### config.mk
export PLATFORM = sky130hd
export DESIGN_NAME = qrs_divider
export DESIGN_NICKNAME = d
export VERILOG_FILES = /design/src/sv/assert_macros.svh /design/src/sv/qrs_pkg.sv /design/src/sv/qrs_divider.sv
export SDC_FILE = /design/constraint.sdc
export NUM_CORES = 2
export LEC_CHECK = 0
export BUFFER_PORTS_ARGS = -buffer_cell sky130_fd_sc_hd__buf_2
export CORE_AREA = 3 3 702 355
export CTS_CLUSTER_SIZE = 20
export DETAILED_ROUTE_END_ITERATION = 10
export DIE_AREA = 0 0 705 358
export GPL_TIMING_DRIVEN = 0
export SLEW_MARGIN = 0
export SYNTH_ARGS = -nofsm -noshare
export SYNTH_HDL_FRONTEND = slang
export SYNTH_SLANG_ARGS = --single-unit
### constraint.sdc
create_clock -name clock -period 7.2 [get_ports clock]
set_input_delay 0 -clock clock [delete_from_list [all_inputs] [get_ports clock]]
set_output_delay 0 -clock clock [all_outputs]
set_load 0.02 [all_outputs]
### src/sv/assert_macros.svh
// Assertion helpers included by the solver RTL.
`ifndef ASSERT_MACROS_SVH
`define ASSERT_MACROS_SVH

// Same-cycle implication, checked outside reset.
`define ASSERT_IMPLIES(label, clk, rst, pre, post) \
   label: assert property (@(posedge clk) disable iff (rst) (pre) |-> (post)) \
      else $error("implication check failed");

// Next-cycle implication, checked outside reset.
`define ASSERT_NEXT(label, clk, rst, pre, post) \
   label: assert property (@(posedge clk) disable iff (rst) (pre) |=> (post)) \
      else $error("next-cycle check failed");

`endif

### src/sv/qrs_pkg.sv
`default_nettype none
package qrs_pkg;
   localparam int COEF_W    = 16;
   localparam int FRAC      = 16;
   localparam int OUT_W     = 34;
   localparam int PROD_W    = 2 * COEF_W;
   localparam int DISC_W    = PROD_W + 1;
   localparam int ROOT_W    = 33;
   localparam int RAD_W     = 2 * ROOT_W;
   localparam int REM_W     = ROOT_W + 3;
   localparam int SQ_STEPS  = ROOT_W;
   localparam int NUM_W     = COEF_W + FRAC + 1;
   localparam int DIVD_W    = 33;
   localparam int DIVS_W    = COEF_W + 1;
   localparam int DREM_W    = DIVS_W + 1;
   localparam int DIV_STEPS = DIVD_W;

   localparam logic [1:0] KIND_TWO_REAL = 2'd0;
   localparam logic [1:0] KIND_DOUBLE   = 2'd1;
   localparam logic [1:0] KIND_COMPLEX  = 2'd2;
   localparam logic [1:0] KIND_DEGEN    = 2'd3;

   typedef struct packed {
      logic                     valid;
      logic [1:0]               kind;
      logic                     a_neg;
      logic                     opp;
      logic signed [NUM_W-1:0]  num;
      logic [DIVS_W-1:0]        den_mag;
   } meta_type;

   typedef struct packed {
      logic       valid;
      logic [1:0] kind;
      logic       neg1;
      logic       neg2;
   } tail_type;
endpackage
`default_nettype wire

### src/sv/qrs_divider.sv
`default_nettype none
module qrs_divider (
   input  wire logic                          clock,
   input  wire logic                          enable,
   input  wire logic [qrs_pkg::DIVD_W-1:0]    in_dividend,
   input  wire logic [qrs_pkg::DIVS_W-1:0]    in_divisor,
   output logic      [qrs_pkg::DIVD_W-1:0]    out_quotient
);
   // one restoring step per stage; dividend bits shift out as quotient bits shift in
   logic [qrs_pkg::DREM_W-1:0] rem_ff [1:qrs_pkg::DIV_STEPS];
   logic [qrs_pkg::DIVD_W-1:0] quo_ff [1:qrs_pkg::DIV_STEPS];
   logic [qrs_pkg::DIVS_W-1:0] dvs_ff [1:qrs_pkg::DIV_STEPS];
   logic [qrs_pkg::DREM_W-1:0] rem_at [0:qrs_pkg::DIV_STEPS];
   logic [qrs_pkg::DIVD_W-1:0] quo_at [0:qrs_pkg::DIV_STEPS];
   logic [qrs_pkg::DIVS_W-1:0] dvs_at [0:qrs_pkg::DIV_STEPS];

   assign rem_at[0] = '0;
   assign quo_at[0] = in_dividend;
   assign dvs_at[0] = in_divisor;

   for (genvar k = 0; k < qrs_pkg::DIV_STEPS; k++) begin : g_step
      logic [qrs_pkg::DREM_W-1:0] cur;
      logic [qrs_pkg::DREM_W-1:0] dvs_ext;
      logic                       ge;
      logic [qrs_pkg::DREM_W-1:0] rem_in;
      logic [qrs_pkg::DIVD_W-1:0] quo_in;

      always_comb begin
         cur     = {rem_at[k][qrs_pkg::DREM_W-2:0], quo_at[k][qrs_pkg::DIVD_W-1]};
         dvs_ext = {1'b0, dvs_at[k]};
         ge      = (cur >= dvs_ext);
         rem_in  = ge ? (cur - dvs_ext) : cur;
         quo_in  = {quo_at[k][qrs_pkg::DIVD_W-2:0], ge};
      end

      always_ff @(posedge clock) begin
         if (enable) begin
            rem_ff[k+1] <= rem_in;
            quo_ff[k+1] <= quo_in;
            dvs_ff[k+1] <= dvs_at[k];
         end
      end

      assign rem_at[k+1] = rem_ff[k+1];
      assign quo_at[k+1] = quo_ff[k+1];
      assign dvs_at[k+1] = dvs_ff[k+1];
   end

   assign out_quotient = quo_at[qrs_pkg::DIV_STEPS];
endmodule
`default_nettype wire

==> impl_metrics.sql <==
INSERT INTO impl_metrics (metric_group, metric, value, unit) VALUES
('status', 'outcome', 'complete, no violations', ''),
('hold_path', 'hold_path_depth', '4', ''),
('clock_network', 'numClockSinks', '2177', ''),
('setup_path', 'crit_path_arrival_time', '4.95', 'ns'),
('sta', 'final-max-slew-violation-count', '0', ''),
('drt', 'detail_route.wl_per_cell', '15.5', 'um'),
('setup_path', 'worst_setup_path_end_kind', 'flip-flop', ''),
('setup_path', 'crit_path_start', 'quo_ff[0][329]', ''),
('sta', 'final-setup-viol-count', '0', ''),
('synthesis', 'postSynthNetCount', '7432', ''),
('hold_path', 'timing.hold.worst.class', 'in -> reg', ''),
('placed_design', 'detailed_place_hpwl', '113000', 'um'),
('setup_path', 'r2r_end', 'rem_ff[0][181]', ''),
('synthesis', 'netlist_top_cells_area', 'sky130_fd_sc_hd__edfxtp_1, sky130_fd_sc_hd__ha_1, sky130_fd_sc_hd__mux2_2', ''),
('grt', 'groute.usage.overall', '0.128', ''),
('sta', 'timing.max_slew.rel_slack', '0.188', ''),
('hold_path', 'min_from', 'in_dividend[32]', ''),
('clock_network', 'cts_max_path_buffers', '4', ''),
('sta', 'period_minus_slack', '4.36', 'ns'),
('placed_design', 'port_buffer_count', '84', ''),
('synthesis', 'post_synth_inst_count', '6803', ''),
('setup_path', 'cp_cell_sequence', 'inv_1 > ha_1 > inv_1 > fa_1 > a211oi_1 > o21ai_0 > a311oi_1 > o31ai_1 > a2111oi_1 > buf_2 > mux2_2', ''),
('floorplan', 'dieWidth', '705', 'um'),
('sta', 'timing.final.hold_violations', '0', ''),
('floorplan', 'ios', '85', ''),
('setup_path', 'start_kind', 'flip-flop', ''),
('final_layout', 'final_common_cell', 'sky130_fd_sc_hd__edfxtp_1', ''),
('final_layout', 'synthToLayoutAreaGrowth', '12.8', '%'),
('floorplan', 'die_area', '252000', 'sq um'),
('hold_path', 'min_delay_worst_endpoint', 'rem_ff[0][18]', ''),
('sta', 'post-route-worst-setup-slack', '2.84', 'ns'),
('placed_design', 'gp_routability_congestion', '0.861', ''),
('synthesis', 'postSynth.topFlopCell', 'sky130_fd_sc_hd__edfxtp_1', ''),
('final_layout', 'post_route_cells_drive_above_1_share', '0.100', ''),
('synthesis', 'ys_async_sr_fraction', '0', ''),
('clock_network', 'clk_pin_slew', '0.07', 'ns'),
('setup_path', 'reg2regPathDepth', '11', ''),
('sta', 'fmax', '0.229', 'GHz'),
('setup_path', 'worstPathMaxFanout', '10', ''),
('synthesis', 'synthDominantCellAreaShare', '0.672', ''),
('grt', 'grt_antenna_before_repair', '1', ''),
('grt', 'grt_start_max_net_pins', '179', ''),
('drt', 'detail_route.iter0.violations', '2999', ''),
('floorplan', 'placeableCoreArea', '243000', 'sq um'),
('synthesis', 'cell_variety_after_synth', '82', ''),
('synthesis', 'synthDominantAreaCellType', 'sky130_fd_sc_hd__edfxtp_1', ''),
('setup_path', 'setup_slack_reg_to_reg', '2.84', 'ns'),
('grt', 'number_of_global_route_vias_before_repair', '53300', ''),
('clock_network', 'tritoncts', 'done', ''),
('sta', 'rsz0062_at_grt', 'no', ''),
('setup_path', 'critical_path_class', 'reg -> reg', ''),
('final_layout', 'number_of_antenna_cells_inserted', '0', ''),
('setup_path', 'crit_path_frequent_cell', 'sky130_fd_sc_hd__inv_1', ''),
('synthesis', 'synth.ff_latch_count', '2177', ''),
('setup_path', 'kind_of_cell_with_the_highest_combined_delay_on_the_critical_path', 'compound AO/OA/AOI/OAI gates', ''),
('sta', 'fin_worst_hold_slack', '0.125', 'ns'),
('grt', 'grt_remaining_overflow', '0', ''),
('floorplan', 'fp.dieH', '358', 'um'),
('sta', 'setup_total_negative_slack', '0', 'ns'),
('drt', 'vias_after_detailed_routing', '52300', ''),
('setup_path', 'timing.critical_path.slowest_stage_cell', 'sky130_fd_sc_hd__a2111oi_1', ''),
('sta', 'timing.final.crit_share', '0.605', ''),
('setup_path', 'path_buf_inv', '3', ''),
('synthesis', 'area_of_the_mapped_netlist', '97300', 'sq um'),
('drt', 'drc', '0', ''),
('sta', 'tightest_slew', '1.21', 'ns'),
('pwr', 'leakagePower', '41.8', 'nW'),
('drt', 'avgViaCountPerCell', '4.93', ''),
('synthesis', 'synth.yosys.warnings', '0', ''),
('synthesis', 'avgSynthCellArea', '14.3', 'sq um'),
('floorplan', 'floorplan.rows', '128', '');
[layer usage]
metal / GRT usage / wire length (um) / vias to the layer above
met2: 0.242 / 85800 / 725
li1: - / - / 26200
met5: 0 / 0 / -
met4: 0.0578 / 7530 / 0
met3: 0.0226 / 5520 / 404
met1: 0.140 / 65900 / 25000
[synth_stat cells, types with 9 or more instances]
library cell,number
sky130_fd_sc_hd__edfxtp_1,2177
sky130_fd_sc_hd__inv_1,682
sky130_fd_sc_hd__ha_1,546
sky130_fd_sc_hd__a21oi_1,406
sky130_fd_sc_hd__nand2_1,381
sky130_fd_sc_hd__o21ai_0,359
sky130_fd_sc_hd__nor2_1,302
sky130_fd_sc_hd__mux2_2,272
sky130_fd_sc_hd__xnor2_1,258
sky130_fd_sc_hd__a21o_1,175
sky130_fd_sc_hd__xor2_1,167
sky130_fd_sc_hd__nor3_1,81
sky130_fd_sc_hd__nand3_1,77
sky130_fd_sc_hd__nand4_1,64
sky130_fd_sc_hd__o21a_1,62
sky130_fd_sc_hd__o21bai_1,60
sky130_fd_sc_hd__clkbuf_1,59
sky130_fd_sc_hd__a211oi_1,57
sky130_fd_sc_hd__nand2b_1,53
sky130_fd_sc_hd__o31ai_1,44
sky130_fd_sc_hd__nor2b_1,43
sky130_fd_sc_hd__a31oi_1,42
sky130_fd_sc_hd__mux2i_1,38
sky130_fd_sc_hd__and3_1,33
sky130_fd_sc_hd__fa_1,31
sky130_fd_sc_hd__or3_1,29
sky130_fd_sc_hd__o211ai_1,27
sky130_fd_sc_hd__o31a_1,23
sky130_fd_sc_hd__and2_1,16
sky130_fd_sc_hd__or2_2,14
sky130_fd_sc_hd__a211o_1,12
sky130_fd_sc_hd__buf_2,12
sky130_fd_sc_hd__a221o_1,11
sky130_fd_sc_hd__o211a_1,11
sky130_fd_sc_hd__o41ai_1,11
sky130_fd_sc_hd__o2111ai_1,10
sky130_fd_sc_hd__nand3b_1,9
[area by class of cell]
class	count	area, sq um
plain buffers	79	354
clock buffers	238	5320
clock inverters	121	1240
fillers	21500	134000
inverters	684	2570
multi-input cells	3863	29000
flip-flops and latches	2177	65400
well taps	3250	4070
repair buffers	201	1840
[worst max path at each step]
stage	to	slack, ns	cells after the start
finish	rem_ff[0][181]	2.84	11
global route	rem_ff[0][192]	2.48	11
CTS	rem_ff[0][123]	2.56	13
detailed placement	quo_ff[0][1023]	2.47	7
global placement	quo_ff[0][1023]	-29.16	1
floorplan	rem_ff[0][532]	3.77	13
[sequential cells by signal, summed over array words and instances, names as in the netlist]
name,cells
dvs_ff,544
quo_ff,1089
rem_ff,544
[through the flow]
step	utilization	cell area [sq um]	cells	power (mW)
final	0.451	110000	10600	44.8
after global routing	0.451	110000	10600	47.8
after CTS	0.451	110000	10600	45.3
after detailed placement	0.420	102000	10200	34.2
after global placement	0.418	102000	10100	34.8
after floorplan	-	97300	6803	30.3
[repair_timing]
| action | 4_1_cts | 5_1_grt |
|---|---|---|
| endpoints found under the hold margin | 213 | 0 |
| resized for setup | 0 | 0 |
| hold buffers | 100 | 0 |
[kinds of logic after synthesis]
kind of cell             share of synthesized area
XOR/XNOR                                    0.0383
flip-flops                                   0.672
AO/OA/AOI/OAI                               0.0924
multiplexers                                0.0366
AND/OR/NAND/NOR                             0.0540
buffers and inverters                       0.0300
adder cells (fa/ha/maj)                     0.0766
[worst register-to-register path, stage by stage (launching register included)]
cell,delay (ns)
sky130_fd_sc_hd__edfxtp_1,0.36
sky130_fd_sc_hd__inv_1,0.16
sky130_fd_sc_hd__ha_1,0.19
sky130_fd_sc_hd__inv_1,0.05
sky130_fd_sc_hd__fa_1,0.43
sky130_fd_sc_hd__a211oi_1,0.25
sky130_fd_sc_hd__o21ai_0,0.20
sky130_fd_sc_hd__a311oi_1,0.52
sky130_fd_sc_hd__o31ai_1,0.30
sky130_fd_sc_hd__a2111oi_1,0.93
sky130_fd_sc_hd__buf_2,0.37
sky130_fd_sc_hd__mux2_2,0.36
[report_power, final]
part	internal [mW]	switching (mW)	leakage, nW
registers	17.3	1.07	21.3
logic	7.16	8.52	17.3
clock network	6.16	4.59	3.19
Power figures use the tool's default switching activity.
